[src/sv/pegl_pkg.sv]
package pegl_pkg;

	localparam int SAMPLE_W  = 24;
	localparam int GAIN_W    = 22;
	localparam int FRAC_W    = 16;
	localparam int PEAK_W    = 17;
	localparam int COEFF_W   = 16;
	localparam int STEP_W    = 17;
	localparam int ENV_W     = 24;
	localparam int CFG_W     = 22;
	localparam int IDX_W     = 3;
	localparam int DIV_SHIFT = 23;
	localparam int QUO_W     = GAIN_W + 1;

	localparam int ENV_STEPS = COEFF_W;
	localparam int DIV_STEPS = PEAK_W + DIV_SHIFT;
	localparam int MUL_STEPS = GAIN_W;
	localparam int CNT_W     = 6;

	localparam logic [GAIN_W-1:0]   GAIN_ONE   = 22'd65536;
	localparam logic [GAIN_W-1:0]   GAIN_CEIL  = 22'd3276800;
	localparam logic [PEAK_W-1:0]   PEAK_LOW   = 17'd3277;
	localparam logic [PEAK_W-1:0]   PEAK_HIGH  = 17'd65536;
	localparam logic [ENV_W-1:0]    ENV_FLOOR  = 24'd838;
	localparam logic [ENV_W-1:0]    ENV_FULL   = 24'd8388608;
	localparam logic [SAMPLE_W-1:0] SAMPLE_MAX = 24'h7fffff;
	localparam logic [SAMPLE_W-1:0] SAMPLE_MIN = 24'h800000;

	localparam logic [GAIN_W-1:0]  RST_MAX_GAIN = 22'd655360;
	localparam logic [PEAK_W-1:0]  RST_PEAK     = 17'd32768;
	localparam logic [COEFF_W-1:0] RST_RELEASE  = 16'd65533;
	localparam logic [STEP_W-1:0]  RST_RAISE    = 17'd33;
	localparam logic [STEP_W-1:0]  RST_FALL     = 17'd66;

	typedef enum logic [IDX_W-1:0] {
		REG_MAX_GAIN,
		REG_PEAK_TARGET,
		REG_RELEASE,
		REG_RAISE,
		REG_FALL
	} reg_idx_t;

	typedef enum logic [3:0] {
		ST_IDLE,
		ST_PREP,
		ST_ENV,
		ST_ENV_END,
		ST_DIV,
		ST_TARGET,
		ST_GAIN,
		ST_MUL,
		ST_DONE
	} state_t;

	typedef struct packed {
		logic load;
		logic step;
	} ser_ctl_t;

endpackage

[src/sv/pegl_env_mul.sv]
module pegl_env_mul (
	input  logic                         clk,
	input  pegl_pkg::ser_ctl_t           ctl,
	input  logic [pegl_pkg::COEFF_W-1:0] coeff,
	input  logic [pegl_pkg::ENV_W-1:0]   diff,
	output logic [pegl_pkg::ENV_W-1:0]   prod_hi
);
	import pegl_pkg::*;

	logic [ENV_W-1:0]   acc_q;
	logic [COEFF_W-1:0] c_q;
	logic [ENV_W:0]     sum;

	// shift-add, low product bits drop off each step
	assign sum = {1'b0, acc_q} + (c_q[0] ? {1'b0, diff} : '0);

	always_ff @(posedge clk) begin
		if (ctl.load) begin
			acc_q <= '0;
			c_q   <= coeff;
		end else if (ctl.step) begin
			acc_q <= sum[ENV_W:1];
			c_q   <= c_q >> 1;
		end
	end

	assign prod_hi = acc_q;

endmodule

[src/sv/pegl_div.sv]
module pegl_div (
	input  logic                        clk,
	input  pegl_pkg::ser_ctl_t          ctl,
	input  logic [pegl_pkg::PEAK_W-1:0] peak,
	input  logic [pegl_pkg::ENV_W-1:0]  divisor,
	output logic [pegl_pkg::QUO_W-1:0]  quo,
	output logic                        ovf
);
	import pegl_pkg::*;

	logic [ENV_W-1:0]  rem_q;
	logic [PEAK_W-1:0] dvd_q;
	logic [QUO_W-1:0]  quo_q;
	logic              ovf_q;
	logic [ENV_W:0]    trial;
	logic [ENV_W:0]    diff;
	logic              ge;

	// restoring divide, one quotient bit per step
	assign trial = {rem_q, dvd_q[PEAK_W-1]};
	assign ge    = trial >= {1'b0, divisor};
	assign diff  = trial - {1'b0, divisor};

	always_ff @(posedge clk) begin
		if (ctl.load) begin
			rem_q <= '0;
			dvd_q <= peak;
			quo_q <= '0;
			ovf_q <= 1'b0;
		end else if (ctl.step) begin
			rem_q <= ge ? diff[ENV_W-1:0] : trial[ENV_W-1:0];
			dvd_q <= {dvd_q[PEAK_W-2:0], 1'b0};
			quo_q <= {quo_q[QUO_W-2:0], ge};
			ovf_q <= ovf_q | quo_q[QUO_W-1];
		end
	end

	assign quo = quo_q;
	assign ovf = ovf_q;

endmodule

[src/sv/pegl_sample_mul.sv]
module pegl_sample_mul (
	input  logic                          clk,
	input  pegl_pkg::ser_ctl_t            ctl,
	input  logic signed [pegl_pkg::SAMPLE_W-1:0] sample,
	input  logic [pegl_pkg::GAIN_W-1:0]   gain,
	output logic signed [pegl_pkg::SAMPLE_W-1:0] result
);
	import pegl_pkg::*;

	localparam int HI_W   = SAMPLE_W + 2;
	localparam int PROD_W = HI_W + GAIN_W;
	localparam int TOP_W  = PROD_W - (FRAC_W + SAMPLE_W - 1);

	logic signed [HI_W-1:0] hi_q;
	logic [GAIN_W-1:0]      lo_q;
	logic [GAIN_W-1:0]      g_q;
	logic signed [HI_W-1:0] sum;
	logic [PROD_W-1:0]      rnd;
	logic [TOP_W-1:0]       top;

	// signed accumulate, arithmetic shift right one gain bit per step
	assign sum = hi_q + (g_q[0] ? {{(HI_W-SAMPLE_W){sample[SAMPLE_W-1]}}, sample} : '0);

	always_ff @(posedge clk) begin
		if (ctl.load) begin
			hi_q <= '0;
			lo_q <= '0;
			g_q  <= gain;
		end else if (ctl.step) begin
			hi_q <= {sum[HI_W-1], sum[HI_W-1:1]};
			lo_q <= {sum[0], lo_q[GAIN_W-1:1]};
			g_q  <= g_q >> 1;
		end
	end

	// round half up, then saturate
	assign rnd = {hi_q, lo_q} + (PROD_W'(1) << (FRAC_W - 1));
	assign top = rnd[PROD_W-1:FRAC_W+SAMPLE_W-1];

	always_comb begin
		if ((&top) || !(|top)) begin
			result = rnd[FRAC_W+SAMPLE_W-1:FRAC_W];
		end else if (top[TOP_W-1]) begin
			result = SAMPLE_MIN;
		end else begin
			result = SAMPLE_MAX;
		end
	end

endmodule

[src/sv/peak_envelope_gain_leveler_top.sv]
// items are taken one at a time: a new item is accepted only after the last
// result is loaded into the output register; the bit-serial units run in turn:
//   16 envelope multiply steps, 40 divide steps, 22 output multiply steps
// a finished result waits in the output register while the next item runs
// reset: envelope 0, applied gain 1.0, registers to their default values
module peak_envelope_gain_leveler_top (
	input  logic                                 clk,
	input  logic                                 arst_n,
	input  logic                                 in_valid,
	output logic                                 in_stall,
	input  logic signed [pegl_pkg::SAMPLE_W-1:0] sample_left,
	input  logic signed [pegl_pkg::SAMPLE_W-1:0] sample_right,
	output logic                                 out_valid,
	input  logic                                 out_stall,
	output logic signed [pegl_pkg::SAMPLE_W-1:0] out_left,
	output logic signed [pegl_pkg::SAMPLE_W-1:0] out_right,
	output logic [pegl_pkg::GAIN_W-1:0]          gain_now,
	input  logic                                 cfg_we,
	input  logic [pegl_pkg::IDX_W-1:0]           cfg_index,
	input  logic [pegl_pkg::CFG_W-1:0]           cfg_data
);
	import pegl_pkg::*;

	state_t state_q, state_d;
	logic [CNT_W-1:0] cnt_q, cnt_d;

	logic [GAIN_W-1:0]  max_gain_q;
	logic [PEAK_W-1:0]  peak_q;
	logic [COEFF_W-1:0] release_q;
	logic [STEP_W-1:0]  raise_q;
	logic [STEP_W-1:0]  fall_q;

	logic signed [SAMPLE_W-1:0] samp_l_q, samp_r_q;
	logic [ENV_W-1:0]  m_q, diff_q, env_q;
	logic              up_q;
	logic [GAIN_W-1:0] target_q, gain_q, gain_d;
	logic              out_valid_q;
	logic signed [SAMPLE_W-1:0] out_l_q, out_r_q;
	logic [GAIN_W-1:0] out_g_q;

	ser_ctl_t env_ctl, div_ctl, mul_ctl;
	logic in_take, out_load;

	logic [ENV_W-1:0]  abs_l, abs_r, mag;
	logic [ENV_W-1:0]  env_part;
	logic [QUO_W-1:0]  quo;
	logic              quo_ovf;
	logic [GAIN_W-1:0] gmax_eff, target_d, up_gap, down_gap;
	logic [PEAK_W-1:0] peak_eff;
	logic signed [SAMPLE_W-1:0] res_l, res_r;

	// config clamps
	always_comb begin
		if (max_gain_q < GAIN_ONE) begin
			gmax_eff = GAIN_ONE;
		end else if (max_gain_q > GAIN_CEIL) begin
			gmax_eff = GAIN_CEIL;
		end else begin
			gmax_eff = max_gain_q;
		end
		if (peak_q < PEAK_LOW) begin
			peak_eff = PEAK_LOW;
		end else if (peak_q > PEAK_HIGH) begin
			peak_eff = PEAK_HIGH;
		end else begin
			peak_eff = peak_q;
		end
	end

	// frame magnitude, 2^23 fits as unsigned
	assign abs_l = samp_l_q[SAMPLE_W-1] ? ENV_W'(-samp_l_q) : ENV_W'(samp_l_q);
	assign abs_r = samp_r_q[SAMPLE_W-1] ? ENV_W'(-samp_r_q) : ENV_W'(samp_r_q);
	assign mag   = (abs_l > abs_r) ? abs_l : abs_r;

	always_comb begin
		if (env_q <= ENV_FLOOR) begin
			target_d = GAIN_ONE;
		end else if (quo_ovf || (quo > {1'b0, gmax_eff})) begin
			target_d = gmax_eff;
		end else if (quo[GAIN_W-1:0] < GAIN_ONE) begin
			target_d = GAIN_ONE;
		end else begin
			target_d = quo[GAIN_W-1:0];
		end
	end

	// gain walks toward the target by a limited step
	assign up_gap   = target_q - gain_q;
	assign down_gap = gain_q - target_q;

	always_comb begin
		if (target_q > gain_q) begin
			gain_d = (up_gap < {{(GAIN_W-STEP_W){1'b0}}, raise_q}) ?
				target_q : gain_q + {{(GAIN_W-STEP_W){1'b0}}, raise_q};
		end else begin
			gain_d = (down_gap < {{(GAIN_W-STEP_W){1'b0}}, fall_q}) ?
				target_q : gain_q - {{(GAIN_W-STEP_W){1'b0}}, fall_q};
		end
	end

	assign in_take  = in_valid && !in_stall;
	assign out_load = (state_q == ST_DONE) && (!out_valid_q || !out_stall);

	always_comb begin
		state_d  = state_q;
		cnt_d    = cnt_q;
		in_stall = 1'b1;
		env_ctl  = '0;
		div_ctl  = '0;
		mul_ctl  = '0;
		unique case (state_q)
			ST_IDLE: begin
				in_stall = 1'b0;
				if (in_valid) begin
					state_d = ST_PREP;
				end
			end
			ST_PREP: begin
				env_ctl.load = 1'b1;
				cnt_d        = '0;
				state_d      = ST_ENV;
			end
			ST_ENV: begin
				env_ctl.step = 1'b1;
				cnt_d        = cnt_q + 1'b1;
				if (cnt_q == CNT_W'(ENV_STEPS - 1)) begin
					state_d = ST_ENV_END;
				end
			end
			ST_ENV_END: begin
				div_ctl.load = 1'b1;
				cnt_d        = '0;
				state_d      = ST_DIV;
			end
			ST_DIV: begin
				div_ctl.step = 1'b1;
				cnt_d        = cnt_q + 1'b1;
				if (cnt_q == CNT_W'(DIV_STEPS - 1)) begin
					state_d = ST_TARGET;
				end
			end
			ST_TARGET: begin
				state_d = ST_GAIN;
			end
			ST_GAIN: begin
				mul_ctl.load = 1'b1;
				cnt_d        = '0;
				state_d      = ST_MUL;
			end
			ST_MUL: begin
				mul_ctl.step = 1'b1;
				cnt_d        = cnt_q + 1'b1;
				if (cnt_q == CNT_W'(MUL_STEPS - 1)) begin
					state_d = ST_DONE;
				end
			end
			ST_DONE: begin
				if (out_load) begin
					state_d = ST_IDLE;
				end
			end
			default: begin
				state_d = ST_IDLE;
			end
		endcase
	end

	always_ff @(posedge clk or negedge arst_n) begin
		if (!arst_n) begin
			state_q <= ST_IDLE;
			cnt_q   <= '0;
		end else begin
			state_q <= state_d;
			cnt_q   <= cnt_d;
		end
	end

	always_ff @(posedge clk or negedge arst_n) begin
		if (!arst_n) begin
			max_gain_q <= RST_MAX_GAIN;
			peak_q     <= RST_PEAK;
			release_q  <= RST_RELEASE;
			raise_q    <= RST_RAISE;
			fall_q     <= RST_FALL;
		end else if (cfg_we) begin
			unique case (cfg_index)
				REG_MAX_GAIN:    max_gain_q <= cfg_data;
				REG_PEAK_TARGET: peak_q     <= cfg_data[PEAK_W-1:0];
				REG_RELEASE:     release_q  <= cfg_data[COEFF_W-1:0];
				REG_RAISE:       raise_q    <= cfg_data[STEP_W-1:0];
				REG_FALL:        fall_q     <= cfg_data[STEP_W-1:0];
				default: begin
				end
			endcase
		end
	end

	always_ff @(posedge clk or negedge arst_n) begin
		if (!arst_n) begin
			env_q       <= '0;
			gain_q      <= GAIN_ONE;
			out_valid_q <= 1'b0;
		end else begin
			if (state_q == ST_ENV_END) begin
				env_q <= up_q ? m_q : m_q + env_part;
			end
			if (state_q == ST_GAIN) begin
				gain_q <= gain_d;
			end
			if (out_load) begin
				out_valid_q <= 1'b1;
			end else if (!out_stall) begin
				out_valid_q <= 1'b0;
			end
		end
	end

	always_ff @(posedge clk) begin
		if (in_take) begin
			samp_l_q <= sample_left;
			samp_r_q <= sample_right;
		end
		if (state_q == ST_PREP) begin
			m_q    <= mag;
			up_q   <= mag > env_q;
			diff_q <= env_q - mag;
		end
		if (state_q == ST_TARGET) begin
			target_q <= target_d;
		end
		if (out_load) begin
			out_l_q <= res_l;
			out_r_q <= res_r;
			out_g_q <= gain_q;
		end
	end

	pegl_env_mul u_env_mul (
		.clk     (clk),
		.ctl     (env_ctl),
		.coeff   (release_q),
		.diff    (diff_q),
		.prod_hi (env_part)
	);

	pegl_div u_div (
		.clk     (clk),
		.ctl     (div_ctl),
		.peak    (peak_eff),
		.divisor (env_q),
		.quo     (quo),
		.ovf     (quo_ovf)
	);

	pegl_sample_mul u_mul_l (
		.clk    (clk),
		.ctl    (mul_ctl),
		.sample (samp_l_q),
		.gain   (gain_d),
		.result (res_l)
	);

	pegl_sample_mul u_mul_r (
		.clk    (clk),
		.ctl    (mul_ctl),
		.sample (samp_r_q),
		.gain   (gain_d),
		.result (res_r)
	);

	assign out_valid = out_valid_q;
	assign out_left  = out_l_q;
	assign out_right = out_r_q;
	assign gain_now  = out_g_q;

	a_gain_range: assert property (@(posedge clk) disable iff (!arst_n)
		(gain_q >= GAIN_ONE) && (gain_q <= GAIN_CEIL))
		else $error("applied gain out of range");

	a_env_range: assert property (@(posedge clk) disable iff (!arst_n)
		env_q <= ENV_FULL)
		else $error("envelope above full scale");

	a_gain_out: assert property (@(posedge clk) disable iff (!arst_n)
		$rose(out_valid) |-> (gain_now == gain_q))
		else $error("reported gain differs from applied gain");

	a_take_idle: assert property (@(posedge clk) disable iff (!arst_n)
		in_take |=> (state_q == ST_PREP))
		else $error("accepted item did not start processing");

endmodule

[config.mk]
export PLATFORM = sky130hd
export DESIGN_NAME = peak_envelope_gain_leveler_top
export DESIGN_NICKNAME = d
export VERILOG_FILES = /design/src/sv/pegl_pkg.sv /design/src/sv/pegl_env_mul.sv /design/src/sv/pegl_div.sv /design/src/sv/pegl_sample_mul.sv /design/src/sv/peak_envelope_gain_leveler_top.sv
export SDC_FILE = /design/constraint.sdc
export NUM_CORES = 1
export LEC_CHECK = 0
export BUFFER_PORTS_ARGS = -buffer_cell sky130_fd_sc_hd__buf_4
export CORE_AREA = 2 2 273 545
export CTS_CLUSTER_DIAMETER = 60
export DETAILED_ROUTE_END_ITERATION = 10
export DIE_AREA = 0 0 275 547
export PLACE_DENSITY = 0.49
export SYNTH_ARGS = -nofsm -noshare
export SYNTH_HDL_FRONTEND = slang
export SYNTH_HIERARCHICAL = 1
export SYNTH_SLANG_ARGS = --single-unit
[constraint.sdc]
create_clock -name clk -period 6.7 [get_ports clk]
set_input_delay 1.34 -clock clk [delete_from_list [all_inputs] [get_ports clk]]
set_output_delay 1.34 -clock clk [all_outputs]
set_load 0.03 [all_outputs]
==> results of run 1 <==
==> cell usage in the layout (no fill, tap or decap), drive strengths merged, types with 18 or more instances in the layout <==
cell type | Yosys | routed
dfstp | 23 | 23
and4 | 19 | 19
xor2 | 128 | 128
edfxtp | 266 | 266
nor4 | 24 | 24
xnor2 | 128 | 128
and3 | 36 | 36
clkinv | 1 | 21
o21a | 39 | 39
nor2b | 44 | 44
and2 | 99 | 99
mux2i | 104 | 104
nand2 | 307 | 307
ha | 304 | 304
nand2b | 52 | 52
dfrtp | 123 | 123
o31a | 19 | 19
dfxtp | 136 | 136
nor3 | 48 | 48
or3 | 18 | 18
a31oi | 45 | 45
a21o | 78 | 78
nor2 | 295 | 295
a211oi | 49 | 49
a21oi | 269 | 269
clkbuf | 123 | 92
nand3 | 116 | 116
o211ai | 25 | 25
nand4 | 47 | 47
o31ai | 33 | 33
o21ai | 268 | 268
buf | 45 | 314
inv | 227 | 238
mux2 | 171 | 171
o21bai | 20 | 20
==> where the power goes <==
group	leakage (uW)	switching (uW)	internal, uW
sequential	0.00527	583	4000
combinational	0.0119	2400	1810
clock	0.00108	1590	2070
total	0.0182	4570	7880
==> stage by stage <==
stage	setup slack [ps]	setup TNS [ps]	instances
CTS	-254	-1190	6155
finish	-258	-1680	6166
floorplan	-127	-308	3982
detailed placement	-486	-3310	6015
global placement	-318	-1900	6015
global route	-598	-5480	6165
==> path summary, 6_finish.rpt <==
check / to / slack, ps / cells past startpoint
setup / recovery: diff_q[23]$_DFFE_PP_ / -260 / 28
hold / removal: u_div/rem_q[13]$_SDFFE_PP0P_ / 500 / 2
setup reg to reg: diff_q[23]$_DFFE_PP_ / -260 / 28
hold reg to reg: u_div/rem_q[13]$_SDFFE_PP0P_ / 500 / 2
max in group asynchronous: env_q[3]$_DFFE_PN0P_ / 4700 / 2
min in group asynchronous: raise_q[2]$_DFFE_PN0P_ / 680 / 1
==> sequential cells by signal (all words and copies together), names as in the netlist, 22 cells and up <==
register and flops:
diff_q 24, env_q 24, gain_now 22, gain_q 22, m_q 24, max_gain_q 22, out_left 24, out_right 24
samp_l_q 24, samp_r_q 24, target_q 22, u_div/quo 23, u_div/rem_q 24, u_env_mul/prod_hi 24, u_mul_l/g_q 22, u_mul_l/hi_q 25
u_mul_r/g_q 22, u_mul_r/hi_q 25
==> layout make-up <==
type,instances,area (um2),share of cell area
clock inverter,36,308,0.00693
sequential,548,14400,0.324
clock buffer,92,1890,0.0426
multi-input combinational,3038,22200,0.499
tap,1909,2390,0.0537
inverter,228,858,0.0193
antenna,1,2.50,0.0000563
timing repair buffer,314,2400,0.0541
==> worst reg2reg max path, delay by kind of cell (launching register included) <==
| family | cells | cell delay (ps) |
|---|---|---|
| and+or+nand+nor | 7 | 1800 |
| AOI/OAI and AO/OA | 14 | 2840 |
| DFF | 1 | 380 |
| muxes | 1 | 320 |
| adders and majority gates | 3 | 820 |
| buffers and inverters | 2 | 290 |
| xor gates and xnor gates | 1 | 310 |
==> routing by layer <==
metal	vias up	wire length, um
li1	15000	-
met1	14900	55800
met2	761	51900
met3	161	5500
met4	0	3240
met5	-	0
==> cell families after synthesis <==
kind of cell | count (synthesis) | share of synthesized area
buffers and inverters | 396 | 0.0438
XOR/XNOR | 256 | 0.0594
flip-flops | 548 | 0.380
AO/OA/AOI/OAI | 1020 | 0.176
multiplexers | 275 | 0.0800
adder cells (fa/ha/maj) | 315 | 0.106
AND/OR/NAND/NOR | 1172 | 0.155
==> what timing repair did <==
action                     4_1_cts  5_1_grt
resized for setup               21       26
setup endpoints to repair       14       16
setup buffers                   12       10
hold endpoints to repair         0        0
pin swaps                       14       17
==> impl_metrics.yaml, run 1 <==
drt:
  routedWlPerCell_um: 18.9
  post_drt_via_cell_ratio: 4.99
  drc_errors: 0
  dr_total_vias: 30800
  dr.pass1.iters: 5
  ant_nets: 0
  wl_um: 117000
  dr.first_iter.drc_count: 1884
clocking:
  clk_pin_slew_ps: 60
  cts_buffers: 69
  clk_latency_ps: 650
  postCtsHoldBufs: 0
  cts_tree: "done"
  cts.sinks: 548
  root_buffer: "clkbuf_16"
  clock_path_buffers: 3
  htreeDepth: 3
global_route:
  grt_max_degree: 81
  antenna_found_initial: 3
  grt_use_met2: 0.239
  grtUsageMet3: 0.0179
  grt_pass1_wl_um: 180000
  met1_usage: 0.216
  track_usage: 0.152
  grt-ovfl-total: 0
  top_usage_layer: "met2"
  grt_pass1_vias: 30300
timing:
  hold_viol: 0
  layout_setup_ws_ps: -258
  slew_headroom: 0.194
  period_needed_ps: 6960
  whs_ps: 496
  worst_pin_slew_ps: 1210
  rsz0062_at_grt: "true"
  setup_violations: 10
  slew_violations: 0
  skew_ps: 31.2
  period_share: 1.04
  fmax_ghz: 0.144
logic_synthesis:
  syn_area_per_cell_um2: 9.51
  synth_top_cells_by_count: "nand2_1 (306), ha_1 (304), nor2_1 (294)"
  synth.cell_area_um2: 37900
  synth_most_common_cell: "nand2_1"
  synth_nets: 4374
  synthFlopType: "edfxtp_1"
  async_flop_share: 0.266
  synth_top_area_frac: 0.211
  ys_warn_count: 6
  synthCells: 3982
  synth_seq_cells: 548
  synth-edff-count: 266
  ys_types: 115
  synthTopCellsByArea: "edfxtp_1 (21%), ha_1 (10%), dfrtp_1 (8.1%)"
  synth.yosys.seq_area_share: 0.380
  yosysTopAreaCell: "edfxtp_1"
die:
  rows: 199
  design.core.area_um2: 146000
  io_pins: 150
  start_util: 0.259
  die_w_um: 275
  die_area_um2: 150000
  die_h_um: 547
worst_setup_path:
  startpoint_type: "flop"
  crit-reg2reg-launch: "samp_r_q[7]$_DFFE_PP_"
  slowest_stage: "or4_4"
  critPathMaxStageDelay_ps: 570
  cp.arrival_ps: 7410
  cp_top_family: "compound AO/OA/AOI/OAI gates"
  required_ps: 7150
  critical_path_class: "reg2reg"
  cp-startpoint: "samp_r_q[7]$_DFFE_PP_"
  path_max_fanout: 10
  worst-path-buf-inv: 2
  crit_path_end_kind: "flop"
outcome:
  outcome: "complete, but fails checks"
  violations: "setup timing"
pwr:
  total_power_uw: 12400
  peakVddDrop_uv: 222
  power.leakage_uw: 0.0182
  power_density_nw_per_um2: 280
finish:
  nets: 4591
  fill_cells: 15300
  final_layout_size_suffix_gt1_frac: 0.177
  fin_area_um2: 44400
  final_core_util: 0.304
  area_delta_synth_final_pct: 17.4
placement:
  place_area_um2: 41800
  dp_hpwl_um: 88000
  io_buffers: 149
  place_congestion: 0.928
hold_path:
  min_path_type: "reg2reg"
  holdCritStartpoint: "u_div/rem_q[13]$_SDFFE_PP0P_"
run:
  maxCapViolCount: 0
(Power assumes the default switching activity.)
==> run 2: changes to the inputs <==
- RECOVER_POWER: default -> 100
- REMOVE_ABC_BUFFERS: default -> 1
==> impl_metrics.yaml, run 2 (synthesis results as in run 1) <==
timing:
  layout_setup_ws_ps: -300
  slew_headroom: -1.46
  rsz0062_at_grt: "true"
  fmax_ghz: 0.143
  setup_violations: 11
  period_share: 1.04
  period_needed_ps: 7000
  slew_violations: 715
  skew_ps: 26.4
  hold_viol: 0
  worst_pin_slew_ps: 3700
drt:
  drc_errors: 0
  dr.pass1.iters: 5
  dr.first_iter.drc_count: 1715
  ant_nets: 0
  dr_total_vias: 30800
  post_drt_via_cell_ratio: 4.94
  wl_um: 114000
  routedWlPerCell_um: 18.4
clocking:
  cts_buffers: 70
  clk_latency_ps: 670
  cts_tree: "done"
  htreeDepth: 3
  cts.sinks: 548
  clock_path_buffers: 3
  postCtsHoldBufs: 0
  root_buffer: "clkbuf_16"
  clk_pin_slew_ps: 60
pwr:
  power_density_nw_per_um2: 282
  pwr-share-seq: 0.363
  power_switching_uw: 4610
  total_power_uw: 12600
  power_frac_comb: 0.326
  clockPowerShare: 0.311
  power.leakage_uw: 0.0183
  p_int_uw: 8020
  netSwitchingFraction: 0.365
  peakVddDrop_uv: 197
finish:
  reg_top3: "u_mul_l/hi_q x25, u_mul_r/hi_q x25"
  fill_cells: 15400
  area_delta_synth_final_pct: 18.3
  register_area_um2: 14400
  final_common_cell: "nand2_1"
  final_layout_size_suffix_gt1_frac: 0.163
  multi_input_area_um2: 22200
  nets: 4656
  final_cell_mix: "nand2_1 (305), nor2_1 (293), ha_1 (293)"
  n_antenna_cell: 0
  stdcell_count: 6231
worst_setup_path:
  crit_path_end_kind: "flop"
  cp_top_family: "compound AO/OA/AOI/OAI gates"
  slowest_stage: "or4_4"
  critPathMaxStageDelay_ps: 580
  rrSetupSlack_ps: -300
  cp.arrival_ps: 7410
  required_ps: 7110
  cp-startpoint: "samp_r_q[6]$_DFFE_PP_"
  crit-reg2reg-launch: "samp_r_q[6]$_DFFE_PP_"
  reg2reg_to: "up_q$_DFFE_PP_"
  critical_path_class: "reg2reg"
  ff2ff_path_depth: 29
  startpoint_type: "flop"
  worst-path-buf-inv: 3
  path_max_fanout: 5
placement:
  place_congestion: 0.886
  place_inst: 6061
  io_buffers: 149
  dp_hpwl_um: 86500
hold_path:
  min_to: "u_div/rem_q[13]$_SDFFE_PP0P_"
  holdCritStartpoint: "u_div/rem_q[13]$_SDFFE_PP0P_"
  hold_depth: 2
  min_path_type: "reg2reg"
global_route:
  track_usage: 0.150
  grt_pass1_wl_um: 179000
  antenna_found_initial: 4
  grt_max_degree: 93
  grt-ovfl-total: 0
  grt_pass1_vias: 30900
die:
  die_w_um: 275
  io_pins: 150
  rows: 199
  start_util: 0.259
  design.core.area_um2: 146000
  die_h_um: 547
  die_area_um2: 150000
outcome:
  violations: "capacitance limit, slew limit, setup timing"
  outcome: "complete, but fails checks"
run:
  maxCapViolCount: 17
-- run 2: cell count changes in the layout (fill, tap and decap cells not counted), moves of 5 or more --
cell      delta
clkbuf_1   +101
buf_4       -84
clkbuf_4    +35
o21ai_0     +18
o21ai_2     -16
nor2_1       +5
nor2_2       -5
-- run 2: metrics by stage --
step	setup slack (ps)	utilization	TNS (ps)	hold WS, ps	instance area, um2
global placement	-788	0.287	-5760	475	42100
floorplan	-1430	-	-47180	451	37100
CTS	-360	0.307	-2180	494	44900
global route	-512	0.306	-4510	513	44800
finish	-300	0.306	-1870	489	44800
detailed placement	-890	0.287	-7390	484	42100
-- run 2: per-layer routing --
layer | routed length (um) | vias to the layer above | global-route usage
li1 | - | 15100 | -
met4 | 2510 | 4 | 0.0414
met1 | 53200 | 14900 | 0.203
met3 | 5210 | 137 | 0.0218
met2 | 53600 | 633 | 0.248
met5 | 27 | - | 0
-- run 2: worst min-delay path, cell delays in order (launching register included) --
cell	delay, ps
dfxtp_1	320
nand2b_1	70
a21oi_1	50
-- run 2: cell type report --
class | instances | area share
well taps | 1909 | 0.0533
clock inverters | 42 | 0.0111
flip-flops and latches | 548 | 0.321
inverters | 228 | 0.0191
clock buffers | 88 | 0.0427
multi-input cells | 3038 | 0.497
repair buffers | 378 | 0.0558
-- run 2: power groups by stage --
stage                     Clock, uW  Sequential [uW]  Combinational (uW)
after floorplan                   0             4420                3150
after global placement            0             4630                4100
after detailed placement          0             4640                4130
after CTS                      4070             4580                4180
after global routing           4170             4660                4610
final                          3920             4580                4120
-- run 2: what timing repair did --
item,in CTS,in global routing
endpoints found under the setup margin,15,16
gates cloned,1,0
gates resized for setup,52,61
pin swaps,22,45
buffers inserted,21,21
-- run 2: worst max-delay path by stage --
stage                                       to  slack [ps]  depth (start not counted)
global placement                up_q$_DFFE_PP_        -790                         31
detailed placement              up_q$_DFFE_PP_        -890                         31
global route              diff_q[21]$_DFFE_PP_        -510                         27
finish                          up_q$_DFFE_PP_        -300                         29
floorplan           u_env_mul/c_q[0]$_DFFE_PP_       -1430                          4
CTS                       diff_q[23]$_DFFE_PP_        -360                         32
